===== src/rtl/core/oxygen_reading_scale_and_average_assert.svh =====
// Assertion macros for the oxygen reading scale and average block.
// Each macro expects clk and arst_n in the scope where it is used.
`ifndef OXYGEN_READING_SCALE_AND_AVERAGE_ASSERT_SVH
`define OXYGEN_READING_SCALE_AND_AVERAGE_ASSERT_SVH

// Condition holds in the same cycle.
`define ORAS_ASSERT_SAME(lbl, ante, cons, msg) \
	lbl: assert property (@(posedge clk) disable iff (!arst_n) (ante) |-> (cons)) \
		else $error(msg);

// Condition holds in the following cycle.
`define ORAS_ASSERT_NEXT(lbl, ante, cons, msg) \
	lbl: assert property (@(posedge clk) disable iff (!arst_n) (ante) |=> (cons)) \
		else $error(msg);

`endif


===== src/rtl/core/oras_pkg.sv =====
// Shared types and constants for the oxygen reading scale and average block.
// No dependencies.
`timescale 1ns / 1ps

package oras_pkg;

	localparam int BYTE_W     = 8;
	localparam int SAMPLE_W   = 13;
	localparam int RAW_W      = 15;
	localparam int PROD_W     = 23;
	localparam int DVS_W      = 11;
	localparam int CFG_IDX_W  = 1;
	localparam int CFG_DATA_W = 8;
	localparam int WLEN_W     = 4;
	localparam int RECIP_W    = 24;
	localparam int RECIP_SH   = 33;

	localparam logic [CFG_IDX_W-1:0] REG_KEY  = 1'd0;
	localparam logic [CFG_IDX_W-1:0] REG_WLEN = 1'd1;

	localparam logic [BYTE_W-1:0] KEY_RESET  = 8'd0;
	localparam logic [WLEN_W-1:0] WLEN_RESET = 4'd10;

	localparam logic [BYTE_W-1:0] DEF_MUL = 8'd209;
	localparam logic [DVS_W-1:0]  DEF_DIV = 11'd1200;
	localparam logic [DVS_W-1:0]  KEY_DIV = 11'd1000;

	// ceil(2^33 / 1000) and ceil(2^33 / 1200), exact for every product in range
	localparam logic [RECIP_W-1:0] KEY_RECIP = 24'd8589935;
	localparam logic [RECIP_W-1:0] DEF_RECIP = 24'd7158279;

	typedef enum logic [2:0] {
		ST_IDLE,
		ST_MUL,
		ST_SDIV,
		ST_SHIFT,
		ST_SUM,
		ST_MDIV,
		ST_DONE
	} state_t;

	typedef struct packed {
		logic busy;
		logic done;
	} div_stat_t;

endpackage


===== src/rtl/core/oras_ram.sv =====
// Generic simple dual-port RAM, one write and one registered read port.
// No dependencies.
`timescale 1ns / 1ps

module oras_ram #(
	parameter int W = 13,
	parameter int D = 10,
	localparam int AW = (D > 1) ? $clog2(D) : 1
) (
	input  logic          clk,
	input  logic          we,
	input  logic [AW-1:0] waddr,
	input  logic [W-1:0]  wdata,
	input  logic [AW-1:0] raddr,
	output logic [W-1:0]  rdata
);

	logic [W-1:0] mem_q [D];

	always_ff @(posedge clk) begin
		if (we) begin
			mem_q[waddr] <= wdata;
		end
		rdata <= mem_q[raddr];
	end

endmodule


===== src/rtl/core/oras_div.sv =====
// Restoring radix-2 divider, one quotient bit per cycle, quotient known to fit Q_W bits.
// Depends on oras_pkg.
`timescale 1ns / 1ps

module oras_div #(
	parameter int DVD_W = 23,
	parameter int DVS_W = 11,
	parameter int Q_W   = 13
) (
	input  logic                clk,
	input  logic                arst_n,
	input  logic                start,
	input  logic [DVD_W-1:0]    dividend,
	input  logic [DVS_W-1:0]    divisor,
	output logic [Q_W-1:0]      quotient,
	output oras_pkg::div_stat_t stat
);

	import oras_pkg::*;

	localparam int CW = $clog2(Q_W + 1);

	logic [DVS_W-1:0] rem_q;
	logic [DVS_W-1:0] dvs_q;
	logic [Q_W-1:0]   quo_q;
	logic [CW-1:0]    cnt_q;
	logic             busy_q;
	logic             done_q;
	logic [DVS_W:0]   trial;
	logic [DVS_W:0]   diff;
	logic             ge;
	logic [DVS_W-1:0] rem_nxt;

	assign trial   = {rem_q, quo_q[Q_W-1]};
	assign ge      = (trial >= {1'b0, dvs_q});
	assign diff    = trial - {1'b0, dvs_q};
	assign rem_nxt = ge ? diff[DVS_W-1:0] : trial[DVS_W-1:0];

	always_ff @(posedge clk or negedge arst_n) begin
		if (!arst_n) begin
			busy_q <= 1'b0;
			done_q <= 1'b0;
			cnt_q  <= '0;
		end else begin
			done_q <= 1'b0;
			if (start) begin
				busy_q <= 1'b1;
				cnt_q  <= '0;
			end else if (busy_q) begin
				cnt_q <= cnt_q + 1'b1;
				if (cnt_q == CW'(Q_W - 1)) begin
					busy_q <= 1'b0;
					done_q <= 1'b1;
				end
			end
		end
	end

	always_ff @(posedge clk) begin
		if (start) begin
			rem_q <= DVS_W'(dividend >> Q_W);
			quo_q <= dividend[Q_W-1:0];
			dvs_q <= divisor;
		end else if (busy_q) begin
			rem_q <= rem_nxt;
			quo_q <= {quo_q[Q_W-2:0], ge};
		end
	end

	assign quotient  = quo_q;
	assign stat.busy = busy_q;
	assign stat.done = done_q;

endmodule


===== src/rtl/core/oxygen_reading_scale_and_average.sv =====
// Oxygen reading scale and average: each transfer in carries three raw sensor bytes
// (whole, tenths, hundredths). The block forms raw = 100*whole + 10*tenths + hundredths,
// scales it to hundredths of a percent with the calibration key (key*raw/1000, or
// raw*209/1200 when the key is zero), shifts the sample into a window held in a
// synchronous RAM and returns the truncated mean of the filled entries together with
// the sample itself. One item is in work at a time, and the next transfer in is taken
// in the cycle after the result is loaded. Each item passes in order through the
// scaling by reciprocal multiplication (states MUL and SDIV), the one-entry-per-cycle
// sweeps through the window RAM (shift, then sum) and the 13-step mean divide.
// The next item is taken while a finished result still waits in the output register.
// Depends on oras_pkg, oras_ram, oras_div and the assertion macro header.
`timescale 1ns / 1ps

module oxygen_reading_scale_and_average #(
	parameter int WINDOW_DEPTH = 10
) (
	input  logic                            clk,
	input  logic                            arst_n,
	// whole_byte [7:0], tenths_byte [15:8], hundredths_byte [23:16]
	input  logic [23:0]                     s_axis_tdata,
	input  logic                            s_axis_tvalid,
	output logic                            s_axis_tready,
	// mean_level [12:0], current_sample [25:13], zero [31:26]
	output logic [31:0]                     m_axis_tdata,
	output logic                            m_axis_tvalid,
	input  logic                            m_axis_tready,
	input  logic                            cfg_we,
	input  logic [oras_pkg::CFG_IDX_W-1:0]  cfg_idx,
	input  logic [oras_pkg::CFG_DATA_W-1:0] cfg_data
);

	import oras_pkg::*;

	localparam int AW    = (WINDOW_DEPTH > 1) ? $clog2(WINDOW_DEPTH) : 1;
	localparam int CNT_W = $clog2(WINDOW_DEPTH + 1);
	localparam int LW    = (CNT_W > WLEN_W) ? CNT_W : WLEN_W;
	localparam int SUM_W = $clog2(WINDOW_DEPTH * ((1 << SAMPLE_W) - 1) + 1);
	localparam int SCL_W = PROD_W + RECIP_W;

	state_t state_q, state_nxt;

	logic [BYTE_W-1:0]   key_q;
	logic [WLEN_W-1:0]   wlen_q;
	logic [BYTE_W-1:0]   whole_q, tenths_q, hund_q;
	logic [PROD_W-1:0]   prod_q;
	logic [SAMPLE_W-1:0] sample_q;
	logic [CNT_W-1:0]    filled_q;
	logic [CNT_W-1:0]    ptr_q;
	logic [CNT_W-1:0]    ptr_dec;
	logic                pend_s1;
	logic [AW-1:0]       waddr_s1;
	logic [SUM_W-1:0]    acc_q;
	logic                out_valid_q;
	logic [SAMPLE_W-1:0] mean_q;

	logic [CNT_W-1:0]    eff_len;
	logic [LW-1:0]       wlen_ext;
	logic [RAW_W-1:0]    raw;
	logic [BYTE_W-1:0]   mul_a;
	logic [PROD_W-1:0]   prod;
	logic [RECIP_W-1:0]  recip;
	logic [SCL_W-1:0]    scaled;

	logic                in_fire, out_load;
	logic                shift_issue, shift_last, sum_issue, sum_last;
	logic                div_start;
	logic [SAMPLE_W-1:0] div_quot;
	div_stat_t           div_stat;

	logic                ram_we;
	logic [AW-1:0]       ram_waddr, ram_raddr;
	logic [SAMPLE_W-1:0] ram_wdata, ram_rdata;

	// Effective window length: zero counts as one, clamp to depth.
	assign wlen_ext = LW'(wlen_q);
	always_comb begin
		if (wlen_q == '0) begin
			eff_len = CNT_W'(1);
		end else if (wlen_ext > LW'(WINDOW_DEPTH)) begin
			eff_len = CNT_W'(WINDOW_DEPTH);
		end else begin
			eff_len = CNT_W'(wlen_q);
		end
	end

	assign raw = RAW_W'(whole_q) * RAW_W'(100) + RAW_W'(tenths_q) * RAW_W'(10)
		+ RAW_W'(hund_q);
	assign mul_a = (key_q != '0) ? key_q : DEF_MUL;
	assign prod  = PROD_W'(mul_a) * PROD_W'(raw);
	assign recip  = (key_q != '0) ? KEY_RECIP : DEF_RECIP;
	assign scaled = SCL_W'(prod_q) * SCL_W'(recip);
	assign ptr_dec = ptr_q - 1'b1;

	// Next state.
	always_comb begin
		state_nxt = state_q;
		unique case (state_q)
			ST_IDLE:  if (in_fire) state_nxt = ST_MUL;
			ST_MUL:   state_nxt = ST_SDIV;
			ST_SDIV:  state_nxt = ST_SHIFT;
			ST_SHIFT: if (shift_last) state_nxt = ST_SUM;
			ST_SUM:   if (sum_last) state_nxt = ST_MDIV;
			ST_MDIV:  if (div_stat.done) state_nxt = ST_DONE;
			ST_DONE:  if (out_load) state_nxt = ST_IDLE;
			default:  state_nxt = ST_IDLE;
		endcase
	end

	// Control outputs.
	always_comb begin
		s_axis_tready = 1'b0;
		shift_issue   = 1'b0;
		shift_last    = 1'b0;
		sum_issue     = 1'b0;
		sum_last      = 1'b0;
		out_load      = 1'b0;
		div_start     = 1'b0;
		ram_we        = 1'b0;
		ram_waddr     = waddr_s1;
		ram_wdata     = ram_rdata;
		ram_raddr     = ptr_q[AW-1:0];
		unique case (state_q)
			ST_IDLE: begin
				s_axis_tready = 1'b1;
			end
			ST_SHIFT: begin
				ram_raddr   = ptr_dec[AW-1:0];
				shift_issue = (ptr_q != '0);
				shift_last  = (ptr_q == '0) && !pend_s1;
				if (pend_s1) begin
					ram_we = 1'b1;
				end else if (shift_last) begin
					ram_we    = 1'b1;
					ram_waddr = '0;
					ram_wdata = sample_q;
				end
			end
			ST_SUM: begin
				sum_issue = (ptr_q != filled_q);
				sum_last  = (ptr_q == filled_q) && !pend_s1;
				if (sum_last) begin
					div_start = 1'b1;
				end
			end
			ST_DONE: begin
				out_load = !out_valid_q || m_axis_tready;
			end
			default: begin
			end
		endcase
	end

	assign in_fire = s_axis_tvalid && s_axis_tready;

	always_ff @(posedge clk or negedge arst_n) begin
		if (!arst_n) begin
			state_q     <= ST_IDLE;
			key_q       <= KEY_RESET;
			wlen_q      <= WLEN_RESET;
			filled_q    <= '0;
			ptr_q       <= '0;
			pend_s1     <= 1'b0;
			out_valid_q <= 1'b0;
		end else begin
			state_q <= state_nxt;
			if (cfg_we) begin
				unique case (cfg_idx)
					REG_KEY:  key_q  <= cfg_data;
					REG_WLEN: wlen_q <= cfg_data[WLEN_W-1:0];
					default: begin
					end
				endcase
			end
			pend_s1 <= shift_issue || sum_issue;
			if (state_q == ST_SDIV) begin
				ptr_q <= eff_len - 1'b1;
			end else if (shift_issue) begin
				ptr_q <= ptr_dec;
			end else if (shift_last) begin
				ptr_q <= '0;
				if (filled_q < eff_len) begin
					filled_q <= filled_q + 1'b1;
				end
			end else if (sum_issue) begin
				ptr_q <= ptr_q + 1'b1;
			end
			if (out_load) begin
				out_valid_q <= 1'b1;
			end else if (m_axis_tready) begin
				out_valid_q <= 1'b0;
			end
		end
	end

	always_ff @(posedge clk) begin
		if (in_fire) begin
			whole_q  <= s_axis_tdata[7:0];
			tenths_q <= s_axis_tdata[15:8];
			hund_q   <= s_axis_tdata[23:16];
		end
		if (state_q == ST_MUL) begin
			prod_q <= prod;
		end
		if (state_q == ST_SDIV) begin
			sample_q <= scaled[RECIP_SH +: SAMPLE_W];
		end
		if (shift_issue) begin
			waddr_s1 <= ptr_q[AW-1:0];
		end
		if (shift_last) begin
			acc_q <= '0;
		end else if (state_q == ST_SUM && pend_s1) begin
			acc_q <= acc_q + SUM_W'(ram_rdata);
		end
		if (state_q == ST_MDIV && div_stat.done) begin
			mean_q <= div_quot;
		end
		if (out_load) begin
			m_axis_tdata <= {6'd0, sample_q, mean_q};
		end
	end

	assign m_axis_tvalid = out_valid_q;

	oras_ram #(
		.W(SAMPLE_W),
		.D(WINDOW_DEPTH)
	) u_window (
		.clk   (clk),
		.we    (ram_we),
		.waddr (ram_waddr),
		.wdata (ram_wdata),
		.raddr (ram_raddr),
		.rdata (ram_rdata)
	);

	oras_div #(
		.DVD_W(SUM_W),
		.DVS_W(CNT_W),
		.Q_W  (SAMPLE_W)
	) u_div (
		.clk      (clk),
		.arst_n   (arst_n),
		.start    (div_start),
		.dividend (acc_q),
		.divisor  (filled_q),
		.quotient (div_quot),
		.stat     (div_stat)
	);

	`include "oxygen_reading_scale_and_average_assert.svh"

	`ORAS_ASSERT_SAME(a_start_idle_div, div_start, !div_stat.busy, "divider restarted while busy")
	`ORAS_ASSERT_SAME(a_sum_count, state_q == ST_SUM, filled_q != '0, "mean over empty window")
	`ORAS_ASSERT_SAME(a_fill_bound, 1'b1, filled_q <= CNT_W'(WINDOW_DEPTH), "fill count past depth")
	`ORAS_ASSERT_NEXT(a_done_hold, state_q == ST_DONE && out_valid_q && !m_axis_tready,
		state_q == ST_DONE, "result dropped while output stalled")

endmodule

===== config.mk =====
export PLATFORM = sky130hd
export DESIGN_NAME = oxygen_reading_scale_and_average
export DESIGN_NICKNAME = d
export VERILOG_FILES = /design/src/rtl/core/oras_pkg.sv /design/src/rtl/core/oras_ram.sv /design/src/rtl/core/oras_div.sv /design/src/rtl/core/oxygen_reading_scale_and_average.sv
export VERILOG_INCLUDE_DIRS = /design/src /design/src/rtl/core
export SDC_FILE = /design/constraint.sdc
export NUM_CORES = 1
export LEC_CHECK = 0
export ABC_CLOCK_PERIOD_IN_PS = 8300
export BUFFER_PORTS_ARGS = -buffer_cell sky130_fd_sc_hd__buf_4
export CELL_PAD_IN_SITES_DETAIL_PLACEMENT = 2
export CELL_PAD_IN_SITES_GLOBAL_PLACEMENT = 2
export CORE_MARGIN = 2
export CORE_UTILIZATION = 45
export CTS_CLUSTER_SIZE = 24
export DETAILED_ROUTE_END_ITERATION = 16
export PLACE_DENSITY_LB_ADDON = 0.1
export SLEW_MARGIN = 20
export SYNTH_ARGS = -nofsm -noshare
export SYNTH_HDL_FRONTEND = slang
export SYNTH_SLANG_ARGS = --single-unit

===== constraint.sdc =====
create_clock -name clk -period 8.3 [get_ports clk]
set_input_delay 0.83 -clock clk [delete_from_list [all_inputs] [get_ports clk]]
set_output_delay 0.83 -clock clk [all_outputs]
set_load 0.02 [all_outputs]

==> run metrics <==
vias per inst 5.35; DR pass1 iterations 4; actual slew at the worst max-slew pin 1050 ps; final setup fails 0; slew margin rel. 0.300; hold buffer count at CTS 0; FP Rows 94; FF-to-FF setup slack 260 ps; Vert. Die Dim 262 um; async set-reset flop share out of synthesis 0.0984; Synth area leaders edfxtp_1 (25%), fa_1 (25%), ha_1 (18%), inv_1 (7.6%), nand2_1 (2.4%); Clock Pin Slew Worst Setup and Hold Paths 60 ps; Netlist cell types 67; worst-skew pair later-pin latency 540 ps; Post-Route WL 87.4 mm; Iter 0 DRT Violations 797; RSZ-0062 raised after global routing yes; Buffers on Ports 65; first-pass GRT wire length 138 mm; Syn Area/Cell 11.3 um^2; Ys Warns 0; Max Cap Viol 0; critical path's top delay family adder cells; RR Startpoint whole_q[1]$_DFFE_PP_; Yosys reg bits 315; Mapped Cells 2658; R2R Path End prod_q[22]$_DFFE_PP_; CTS Buf Count 36; Clock Tree Buf Depth 3; worst min-delay path class in2async; register area share after synthesis 0.300; CP endpoint kind flop; slowest stage delay, CP 570 ps; via count 19600; Core Util, Final 0.505; largest area contributor in the netlist edfxtp_1; Slew Limit Fails 0; Setup CP Type reg2reg; Initial Util 0.456; post-route DRC violation count 0; initial antenna violation count 1; Final Cycle Share 0.968; placer congestion estimate 0.859; Top FF cell, synth edfxtp_1; antenna cell count 0; post-synthesis cell area 30000 um^2; die area 68800 um^2; Final min period 8040 ps; Final WS setup 263 ps; DP HPWL 72.0 mm; Worst Hold Margin 252 ps; Post-Place Setup Slack -35.6 ps; H-Tree Depth 2; outcome finished clean; Sink Count 315; Crit path required time 8560 ps; CP Max Fanout 5; Post-synth EDFFs 254; routed len/inst 23.8 um; worst r2r path cells 30; CTS root buf clkbuf_16; die width 262 um; synth-to-layout area growth 10.7%; Total Nets Final 3614; count leader, synth inv_1; antenna viol nets, final 0; Buf/Inv on CP 4; Core Region 65900 um^2; gr usage total 0.258; Synth top cells by count inv_1 (604), ha_1 (422), fa_1 (377), edfxtp_1 (254), nand2_1 (194); CP startpoint kind flop; Worst Path Arrival 8300 ps; critical path's most frequent cell fa_1; pin count of the biggest net entering global routing 53; GRT Residual Overflow 0; CTS tree done; Setup Skew 25.2 ps; Final TNS setup 0 ps; fmax 124 MHz; Fin. Hold Viols 0; vias in the first global route 23300; io pins 72; share of cells above drive strength 1 0.108; Synth top area share 0.254; crit path max-delay cell type fa_1
## worst max-delay path by stage
stage,from,end,depth (start not counted)
after detailed placement,tenths_q[1]$_DFFE_PP_,prod_q[21]$_DFFE_PP_,28
after floorplan,whole_q[1]$_DFFE_PP_,prod_q[22]$_DFFE_PP_,30
after global routing,tenths_q[1]$_DFFE_PP_,prod_q[22]$_DFFE_PP_,34
final,whole_q[1]$_DFFE_PP_,prod_q[22]$_DFFE_PP_,30
after global placement,tenths_q[1]$_DFFE_PP_,prod_q[21]$_DFFE_PP_,28
after CTS,whole_q[3]$_DFFE_PP_,prod_q[22]$_DFFE_PP_,31
## layer usage
layer | track usage | up-vias | share of wire
met2 | 0.478 | 265 | 0.53
li1 | - | 8836 | -
met1 | 0.332 | 10400 | 0.42
met5 | 0 | - | 0
met3 | 0.0234 | 87 | 0.027
met4 | 0.0415 | 0 | 0.017
## repair_timing
| action | in CTS | in global routing |
|---|---|---|
| resized for setup | 2 | 27 |
| buffers inserted | 0 | 3 |
| setup endpoints to repair | 2 | 7 |
| pin swaps | 0 | 5 |
| endpoints found under the hold margin | 0 | 0 |
## worst reg2reg max path, delay by kind of cell (launching register included)
family                   cells  cell delay, ps
adder cells (fa/ha/maj)     11            4610
AO/OA/AOI/OAI                9            1600
AND/OR/NAND/NOR              4             650
flip-flops                   1             440
buffers and inverters        4             230
XOR/XNOR                     2             220
## cells by family after synthesis
kind of cell / synth area share
adder cells (fa/ha/maj): 0.427
buffers and inverters: 0.0841
AND/OR/NAND/NOR: 0.0754
flip-flops: 0.300
AO/OA/AOI/OAI: 0.0527
XOR/XNOR: 0.0253
multiplexers: 0.0349
other: 0.000250
## cells in the final DEF, fill, tap and decap left out, drive strengths merged, types with 10 or more instances in the layout
cell type,Yosys,final
inv,604,606
ha,422,422
fa,377,377
edfxtp,254,254
nand2,194,194
buf,18,129
a21oi,90,90
nor2,77,77
and2,67,67
xnor2,63,63
o21ai,55,55
clkbuf,40,47
dfxtp,30,30
dfrtp,29,29
a211oi,28,28
nor3,28,28
nor2b,27,27
mux2,26,26
mux4,26,26
xor2,23,23
a21o,20,20
mux2i,17,17
nand3,16,16
nand2b,14,14
and3,13,13
clkinv,0,13
conb,2,12
o21a,11,11
nand4,10,10
o21bai,10,10
## through the flow
| step | instances | area (um^2) |
|---|---|---|
| floorplan | 2668 | 30100 |
| global placement | 3600 | 31900 |
| detailed placement | 3600 | 31900 |
| CTS | 3665 | 33100 |
| global route | 3668 | 33200 |
| finish | 3668 | 33200 |
## layout make-up
type | count | area [um^2]
Clock inverter | 18 | 139
Tap cell | 864 | 1080
Timing Repair Buffer | 129 | 985
Multi-Input combinational cell | 1691 | 18800
Sequential cell | 315 | 9010
Clock buffer | 47 | 972
Fill cell | 6547 | 32600
Inverter | 604 | 2270
## flip-flops by register name, summed over array words and instances, names as in the netlist, 8 cells and up
signal and count:
acc_q 17, u_window.rdata 13, prod_q 23, u_div.quotient 13
sample_q 13, m_axis_tdata 26, hund_q 8, tenths_q 8
whole_q 8, u_window.mem_q 130, key_q 8, mean_q 13
Power is left out: the tool's default activity adds up to more than one toggle a clock period on the data nets, which glitch-free logic cannot reach.
